[src/sv/ema_pkg.sv]
// Shared constants and helpers for the echo moving-average filter.
package ema_pkg;

    // Window length and saturation limit of the conditioned echo width
    localparam int unsigned WINDOW_LEN  = 50;
    localparam int unsigned MAX_ECHO_US = 24000;

    // Field widths
    localparam int unsigned SAMPLE_W = 16;
    localparam int unsigned MEAN_W   = 16;

    // Running total never exceeds WINDOW_LEN * MAX_ECHO_US
    localparam longint unsigned TOTAL_MAX = longint'(WINDOW_LEN) * longint'(MAX_ECHO_US);
    localparam int unsigned     TOTAL_W   = $clog2(TOTAL_MAX + 1);

    // Reciprocal for total / WINDOW_LEN: quotient estimate is exact or one low
    localparam int unsigned     RECIP_SHIFT = TOTAL_W + 8;
    localparam longint unsigned RECIP       = (64'd1 << RECIP_SHIFT) / WINDOW_LEN;
    localparam int unsigned     RECIP_W     = $clog2(RECIP + 1);
    localparam int unsigned     PROD_W      = TOTAL_W + RECIP_W;

    // Timeout (zero) and over-range widths both become the maximum
    function automatic logic [SAMPLE_W-1:0] condition_sample(input logic [SAMPLE_W-1:0] raw);
        logic [SAMPLE_W-1:0] res;
        res = raw;
        if ((raw == '0) || (raw > (SAMPLE_W)'(MAX_ECHO_US))) begin
            res = (SAMPLE_W)'(MAX_ECHO_US);
        end
        return res;
    endfunction

endpackage

[src/sv/ema_cell.sv]
// One window cell: holds a sample and passes it to the next cell on each item.
module ema_cell (
    input  logic                          aclk,
    input  logic                          aresetn,
    input  logic                          shift_en,
    input  logic [ema_pkg::SAMPLE_W-1:0]  sample_in,
    output logic [ema_pkg::SAMPLE_W-1:0]  sample_out
);

    logic [ema_pkg::SAMPLE_W-1:0] sample_reg;

    // Window starts full of maximum-width samples
    always_ff @(posedge aclk) begin
        if (!aresetn) begin
            sample_reg <= (ema_pkg::SAMPLE_W)'(ema_pkg::MAX_ECHO_US);
        end else if (shift_en) begin
            sample_reg <= sample_in;
        end
    end

    assign sample_out = sample_reg;

endmodule

[src/sv/ema_div.sv]
// Two-stage divide of the running total by the window length, with handshake.
module ema_div (
    input  logic                         aclk,
    input  logic                         aresetn,
    input  logic                         in_valid,
    output logic                         in_ready,
    input  logic [ema_pkg::TOTAL_W-1:0]  in_total,
    output logic                         out_valid,
    input  logic                         out_ready,
    output logic [ema_pkg::MEAN_W-1:0]   out_mean
);

    logic                         prod_valid_reg;
    logic [ema_pkg::PROD_W-1:0]   prod_reg;
    logic [ema_pkg::TOTAL_W-1:0]  prod_total_reg;
    logic                         mean_valid_reg;
    logic [ema_pkg::MEAN_W-1:0]   mean_reg;

    logic                         prod_ready;
    logic                         mean_ready;
    logic [ema_pkg::PROD_W-1:0]   prod_next;
    logic [ema_pkg::MEAN_W-1:0]   q_est;
    logic [ema_pkg::TOTAL_W-1:0]  q_times_n;
    logic [ema_pkg::TOTAL_W-1:0]  rem;
    logic [ema_pkg::MEAN_W-1:0]   mean_next;

    // Stage readiness: a stage takes data when empty or draining
    assign mean_ready = !mean_valid_reg || out_ready;
    assign prod_ready = !prod_valid_reg || mean_ready;
    assign in_ready   = prod_ready;

    // Multiply by the scaled reciprocal
    assign prod_next = (ema_pkg::PROD_W)'(in_total)
                     * (ema_pkg::PROD_W)'(ema_pkg::RECIP);

    always_ff @(posedge aclk) begin
        if (!aresetn) begin
            prod_valid_reg <= 1'b0;
        end else if (prod_ready) begin
            prod_valid_reg <= in_valid;
        end
    end

    always_ff @(posedge aclk) begin
        if (prod_ready && in_valid) begin
            prod_reg       <= prod_next;
            prod_total_reg <= in_total;
        end
    end

    // Quotient estimate is at most one low: fix with one remainder compare
    always_comb begin
        q_est     = (ema_pkg::MEAN_W)'(prod_reg >> ema_pkg::RECIP_SHIFT);
        q_times_n = (ema_pkg::TOTAL_W)'(q_est) * (ema_pkg::TOTAL_W)'(ema_pkg::WINDOW_LEN);
        rem       = prod_total_reg - q_times_n;
        mean_next = q_est;
        if (rem >= (ema_pkg::TOTAL_W)'(ema_pkg::WINDOW_LEN)) begin
            mean_next = q_est + 1'b1;
        end
    end

    always_ff @(posedge aclk) begin
        if (!aresetn) begin
            mean_valid_reg <= 1'b0;
        end else if (mean_ready) begin
            mean_valid_reg <= prod_valid_reg;
        end
    end

    always_ff @(posedge aclk) begin
        if (mean_ready && prod_valid_reg) begin
            mean_reg <= mean_next;
        end
    end

    assign out_valid = mean_valid_reg;
    assign out_mean  = mean_reg;

endmodule

[src/sv/echo_moving_average.sv]
// Top level of the echo moving-average filter.
// Takes one echo width per item and returns the truncated mean of the last
// 50 conditioned widths (a zero or anything above 24000 counts as 24000).
// One item is accepted every cycle while results are taken. Each result
// passes through three register stages: the accepting edge shifts the
// sample into the chain of window cells and registers the updated running
// total, then the reciprocal multiply and the remainder correction register
// the division of the total by the window length. With the output held off,
// three items sit in the pipeline before the input stalls. After reset the
// window is full of 24000s.
module echo_moving_average (
    input  logic                          aclk,
    input  logic                          aresetn,
    input  logic                          s_valid,
    output logic                          s_ready,
    input  logic [ema_pkg::SAMPLE_W-1:0]  s_echo_width_us,
    output logic                          m_valid,
    input  logic                          m_ready,
    output logic [ema_pkg::MEAN_W-1:0]    m_mean_echo_us
);

    logic [ema_pkg::SAMPLE_W-1:0] cell_q [ema_pkg::WINDOW_LEN];
    logic [ema_pkg::SAMPLE_W-1:0] sample;
    logic                         accept;
    logic                         total_valid_reg;
    logic [ema_pkg::TOTAL_W-1:0]  total_reg;
    logic [ema_pkg::TOTAL_W-1:0]  total_next;
    logic                         div_ready;

    assign sample  = ema_pkg::condition_sample(s_echo_width_us);
    assign s_ready = !total_valid_reg || div_ready;
    assign accept  = s_valid && s_ready;

    // Window as a chain of cells; the last cell holds the oldest sample
    for (genvar i = 0; i < ema_pkg::WINDOW_LEN; i++) begin : g_cell
        if (i == 0) begin : g_head
            ema_cell u_cell (
                .aclk       (aclk),
                .aresetn    (aresetn),
                .shift_en   (accept),
                .sample_in  (sample),
                .sample_out (cell_q[i])
            );
        end else begin : g_body
            ema_cell u_cell (
                .aclk       (aclk),
                .aresetn    (aresetn),
                .shift_en   (accept),
                .sample_in  (cell_q[i-1]),
                .sample_out (cell_q[i])
            );
        end
    end

    // Running total: drop the oldest sample, add the new one
    assign total_next = total_reg
                      - (ema_pkg::TOTAL_W)'(cell_q[ema_pkg::WINDOW_LEN-1])
                      + (ema_pkg::TOTAL_W)'(sample);

    always_ff @(posedge aclk) begin
        if (!aresetn) begin
            total_reg       <= (ema_pkg::TOTAL_W)'(ema_pkg::TOTAL_MAX);
            total_valid_reg <= 1'b0;
        end else begin
            if (s_ready) begin
                total_valid_reg <= s_valid;
            end
            if (accept) begin
                total_reg <= total_next;
            end
        end
    end

    // Divide by the window length
    ema_div u_div (
        .aclk      (aclk),
        .aresetn   (aresetn),
        .in_valid  (total_valid_reg),
        .in_ready  (div_ready),
        .in_total  (total_reg),
        .out_valid (m_valid),
        .out_ready (m_ready),
        .out_mean  (m_mean_echo_us)
    );

endmodule

[config.mk]
export PLATFORM = sky130hd
export DESIGN_NAME = echo_moving_average
export DESIGN_NICKNAME = d
export VERILOG_FILES = /design/src/sv/ema_pkg.sv /design/src/sv/ema_cell.sv /design/src/sv/ema_div.sv /design/src/sv/echo_moving_average.sv
export SDC_FILE = /design/constraint.sdc
export NUM_CORES = 2
export LEC_CHECK = 0
export BUFFER_PORTS_ARGS = -buffer_cell sky130_fd_sc_hd__buf_2
export CELL_PAD_IN_SITES_DETAIL_PLACEMENT = 1
export CELL_PAD_IN_SITES_GLOBAL_PLACEMENT = 2
export CORE_MARGIN = 5
export CORE_UTILIZATION = 39
export DETAILED_ROUTE_END_ITERATION = 10
export GPL_ROUTABILITY_DRIVEN = 0
export PLACE_DENSITY = 0.83
export SLEW_MARGIN = 10
export SYNTH_ARGS = -nofsm -noshare
export SYNTH_HDL_FRONTEND = slang
export SYNTH_HIERARCHICAL = 1
export SYNTH_SLANG_ARGS = --single-unit
[constraint.sdc]
create_clock -name aclk -period 6.9 [get_ports aclk]
set_clock_uncertainty 0.1 [all_clocks]
set_input_delay 1.38 -clock aclk [delete_from_list [all_inputs] [get_ports aclk]]
set_output_delay 1.38 -clock aclk [all_outputs]
set_load 0.02 [all_outputs]
; Word-level counts from Yosys, hierarchy flattened
; Index checks and enable logic that the tools add are counted.
; Widths: inputs -> output; s select.
[totals]
wordCells = 78
ff_bits = 905
inputBits = 20
output_inout_bits = 18
[op_classes]
n_addsub = 4
mux = 2
magnitude_cmp = 2
multipliers = 2
n_reduce_logical = 11
[op_table]
columns = cell, count
row1 = $mul 21x23->44 const B, 1
row2 = $mux 16, 2
row3 = $add 21x16->21, 1
row4 = $ge 21x6->1 const B, 1
row5 = $sub 21x16->21, 1
row6 = $sub 21x21->21, 1
row7 = $mul 16x5->20 const B, 1
row8 = $add 16x1->16 const B, 1
row9 = $gt 16x15->1 const B, 1
row10 = $logic_not 16->1, 1
row11 = $logic_or 1x1->1, 4
row12 = $logic_and 1x1->1, 3
row13 = $logic_not 1->1, 3

; Logic depth before layout (Yosys ltp)
[depth]
depth_word = 5
depth_mapped = 26
ltp_nobuf = 25

; By module
; The synthesis kept the hierarchy.
[modules_own_cells]
columns = module, n_inst, area_each_um2, seq_area_each_um2, cells_per_inst
row1 = ema_cell, 50, 598.1, 320.3, 51
row2 = ema_div, 1, 12051.6, 1601.5, 1173
row3 = echo_moving_average, 1, 2449.8, 440.4, 314

; Worst setup path before layout
; OpenSTA, ideal clock, no wires.
[synth_path]
path_kind = register to register
startpoint = register total_reg[4] (netlist bit)
endpoint = register u_div/prod_reg[44] (netlist bit) (data pin)
stages_incl_launch_ff = 22
arrival_ns = 6.144
slack_ns = 0.394
setup_time_ns = 0.262
cell_sequence = dfxtp_1 fa_1 inv_1 fa_1 inv_1 fa_1 inv_1 fa_1 fa_1 fa_1 fa_1 inv_1 ha_1 a21o_1 a21o_1 a21oi_1 o21ai_0 a31o_2 a21o_1 a2111oi_0 o31ai_1 xnor2_1
[synth_via]
elab_chain_len = 1
[synth_lines]
columns = item, line_no
row1 = "start, declared", echo_moving_average.sv:26  ; logic [ema_pkg::TOTAL_W-1:0] total_reg;
row2 = "start signal, assigned", echo_moving_average.sv:62  ; total_reg <= (ema_pkg::TOTAL_W)'(ema_pkg::TOTAL_MAX);
row3 = "start signal, assigned", echo_moving_average.sv:69  ; total_reg <= total_next;
row4 = $mul 21x23->44, ema_div.sv:34  ; * (ema_pkg::PROD_W)'(ema_pkg::RECIP);
row5 = net u_div.prod_next (one bit), ema_div.sv:21  ; logic [ema_pkg::PROD_W-1:0] prod_next;
row6 = "end signal, assigned", ema_div.sv:46  ; prod_reg <= prod_next;
row7 = "end, declared", ema_div.sv:14  ; logic [ema_pkg::PROD_W-1:0] prod_reg;
; The timed path passes the listed nets, and every way through them passes these cells.
; A chain may end at the register's enable or synchronous reset.

; Final worst setup path
[layout_path]
startpoint = register total_reg[3] (netlist bit)
endpoint = register u_div/prod_reg[44] (netlist bit) (data pin)
; The elaborated chain is that of the path after synthesis.

==> flow_summary.json <==
{
  "status": "finished, final reports clean",
  "area_growth_pct": 9.07,
  "grt-ovfl-total": 0,
  "crit_path_max_fanout": 3,
  "yosys_most_used_dff": "dfxtp_1",
  "tritoncts": "yes",
  "via_per_inst": 4.80,
  "required_ns": 7.19,
  "rrSetupSlack_ns": 0.27,
  "grtUsageMet2": 0.245,
  "start_kind": "flip-flop",
  "grt_pass1_wl_um": 147000,
  "maxSlewViolCount": 0,
  "drtAntennaViolNets": 0,
  "htree_levels": 3,
  "met1_usage": 0.189,
  "grtUsageTotal": 0.144,
  "synth-edff-count": 52,
  "fill_cells": 12300,
  "synth_mux_area_frac": 0.181,
  "drtIter0Drc": 1166,
  "hp-start": "g_cell[13].g_body.u_cell/sample_out[14]$_SDFFE_PN1P_",
  "vias": 27100,
  "hold_end": "g_cell[14].g_body.u_cell/sample_out[14]$_SDFFE_PN1P_",
  "hp-class": "reg2reg",
  "finalNonFillerCells": 5642,
  "rsz0062_at_grt": "no",
  "drive_gt1_frac": 0.0696,
  "cts.sinks": 876,
  "final.period_utilization": 0.960,
  "arrival_ns": 6.92,
  "synth_top_family_by_area": "multiplexers",
  "worstReg2RegEnd": "u_div/prod_reg[44]$_DFFE_PP_",
  "synth-seq-area-share": 0.407,
  "synth_fp_nets": 4534,
  "min_period_ns": 6.63,
  "grt_max_degree": 181,
  "async_reset_ff_frac": 0,
  "reg2reg_from": "total_reg[3]$_SDFFE_PN0P_",
  "yosys_warnings": 6,
  "antenna_found_initial": 11,
  "hold_viol_final": 0,
  "syn_area_sq_um": 44400,
  "die_w_um": 347,
  "clockBufferDepth": 3,
  "row_count": 123,
  "cts_buffers": 95,
  "initial_core_util": 0.394,
  "clk_pin_slew_ns": 0.06,
  "hold_depth": 2,
  "setup_slack_ns": 0.273,
  "postSynthCellCount": 4037,
  "busiest_layer": "met2",
  "final_cell_mix": "dfxtp_1, mux2i_1, nor2b_1",
  "firstDrtPassIters": 4,
  "worstMarginPinSlew_ns": 0.993,
  "multi_input_area_sq_um": 23200,
  "synth-xor-area-share": 0.0140,
  "dp_slack_ns": 0.113,
  "synth_cell_type_count": 81,
  "dp_cells": 5464,
  "maxCapViolCount": 0,
  "synth_simple_gate_area_share": 0.120,
  "die_area_sq_um": 121000,
  "use_met3": 0.0251,
  "drc": 0,
  "syn_area_per_cell_sq_um": 11.0,
  "slew_headroom": 0.338,
  "reg2reg_depth": 22,
  "wl_per_cell_um": 15.4,
  "dp_hpwl_um": 61500,
  "pin_count": 38,
  "synth-compound-area-share": 0.0411,
  "cp-end-kind": "flip-flop",
  "cts-root-buf": "clkbuf_16",
  "routed_wl_um": 86800,
  "setup_viol": 0,
  "ys_ff_latch": 876,
  "grt_pass1_vias": 28900,
  "setup_tns_ns": 0,
  "holdBufCountCts": 0,
  "critical_path_class": "reg2reg",
  "fp.coreArea_sq_um": 113000,
  "final_common_cell": "dfxtp_1",
  "dieHeight_um": 347,
  "final-seq-area_sq_um": 18100,
  "nets": 4560,
  "fmax_mhz": 151,
  "clkLatencyLatePin_ns": 0.65,
  "largest_reg_flops": 784,
  "synth_adder_area_share": 0.166,
  "portBuffers": 37
}
-- cells in the mapped netlist (all sizes together) (3+ instances only) --
cell,instances,area [sq um]
dfxtp,824,16500
mux2i,802,8030
nor2b,462,2890
nand2,420,1580
inv,345,1290
ha,293,3670
fa,184,3680
buf,106,1610
a21oi,76,437
clkbuf,59,241
edfxtp,52,1560
a21o,43,323
o21ai,41,205
xnor2,37,324
xor2,34,298
nor2,31,116
nand3,21,105
nor3,21,116
nand4,15,93.8
o211ai,15,113
and2,13,81.3
nand2b,13,81.3
a211oi,11,82.6
a31oi,11,75.1
a2111oi,9,92.6
nor4,7,43.8
o21a,7,52.6
or2,7,43.8
a21boi,6,45.0
and3,5,32.5
and4,5,46.3
o21bai,5,37.5
o31ai,5,42.5
a221oi,3,32.5
a31o,3,26.3
a41oi,3,26.3
and2b,3,25.0
nand3b,3,22.5
nor3b,3,22.5
o2111ai,3,32.5
o41ai,3,26.3
-- area by class of cell --
class                   count  area share
multi-input cells        2650       0.479
flip-flops and latches    876       0.373
clock buffers             142      0.0575
well taps                1500      0.0387
inverters                 346      0.0270
repair buffers             94      0.0154
clock inverters            31     0.00894
diodes                      3    0.000155
-- kinds of logic (layout without fill, tap and decap cells) --
kind of cell / after synthesis / count (layout)
simple gates: 1034 / 1034
flops: 876 / 876
mux: 804 / 804
buf+inv: 511 / 613
fa+ha+maj: 477 / 477
compound gates: 262 / 262
xor+xnor: 71 / 71
other cells: 2 / 5
-- per-stage QoR --
stage	area [sq um]	util	hold WS, ns
floorplan	44400	-	0.341
global placement	45200	0.400	0.353
detailed placement	45200	0.400	0.360
CTS	48400	0.429	0.342
global route	48400	0.429	0.374
finish	48400	0.429	0.349
-- worst max-delay path, cell delays in order (launching register included) --
cell and delay (ns):
dfxtp_1 0.34, fa_2 0.62, inv_1 0.07, fa_1 0.51, inv_1 0.06, fa_1 0.50
inv_1 0.05, fa_1 0.52, fa_1 0.43, fa_1 0.48, fa_1 0.55, inv_1 0.04
ha_1 0.30, a21o_1 0.18, a21o_1 0.17, a21oi_1 0.15, o21ai_0 0.09, a31o_2 0.26
a21o_1 0.21, a2111oi_2 0.36, buf_4 0.17, o31ai_1 0.08, xnor2_1 0.13
-- metal layers --
metal | wire [um] | share of wire
met5 | 63 | 0.00073
met2 | 41400 | 0.48
met1 | 40400 | 0.47
met3 | 2760 | 0.032
met4 | 2190 | 0.025
-- worst max-delay path by stage --
stage                                       startpoint                      endpoint  slack [ns]  depth (start not counted)
after floorplan              total_reg[4]$_SDFFE_PN0P_  u_div/prod_reg[44]$_DFFE_PP_        0.39                         21
after global routing      u_div/prod_reg[30]$_DFFE_PP_   u_div/out_mean[1]$_DFFE_PP_      0.0007                         24
final                        total_reg[3]$_SDFFE_PN0P_  u_div/prod_reg[44]$_DFFE_PP_        0.27                         22
after detailed placement     total_reg[3]$_SDFFE_PN0P_  u_div/prod_reg[44]$_DFFE_PP_        0.11                         22
after global placement       total_reg[3]$_SDFFE_PN0P_  u_div/prod_reg[44]$_DFFE_PP_        0.23                         22
after CTS                    total_reg[3]$_SDFFE_PN0P_  u_div/prod_reg[44]$_DFFE_PP_        0.13                         22
-- what timing repair did --
action                     CTS  global route
gates resized for setup      0             7
setup endpoints to repair    0            15
setup buffers                0             2
Power is left out: the tool's default activity adds up to more than one toggle a clock period on the data nets, which glitch-free logic cannot reach.
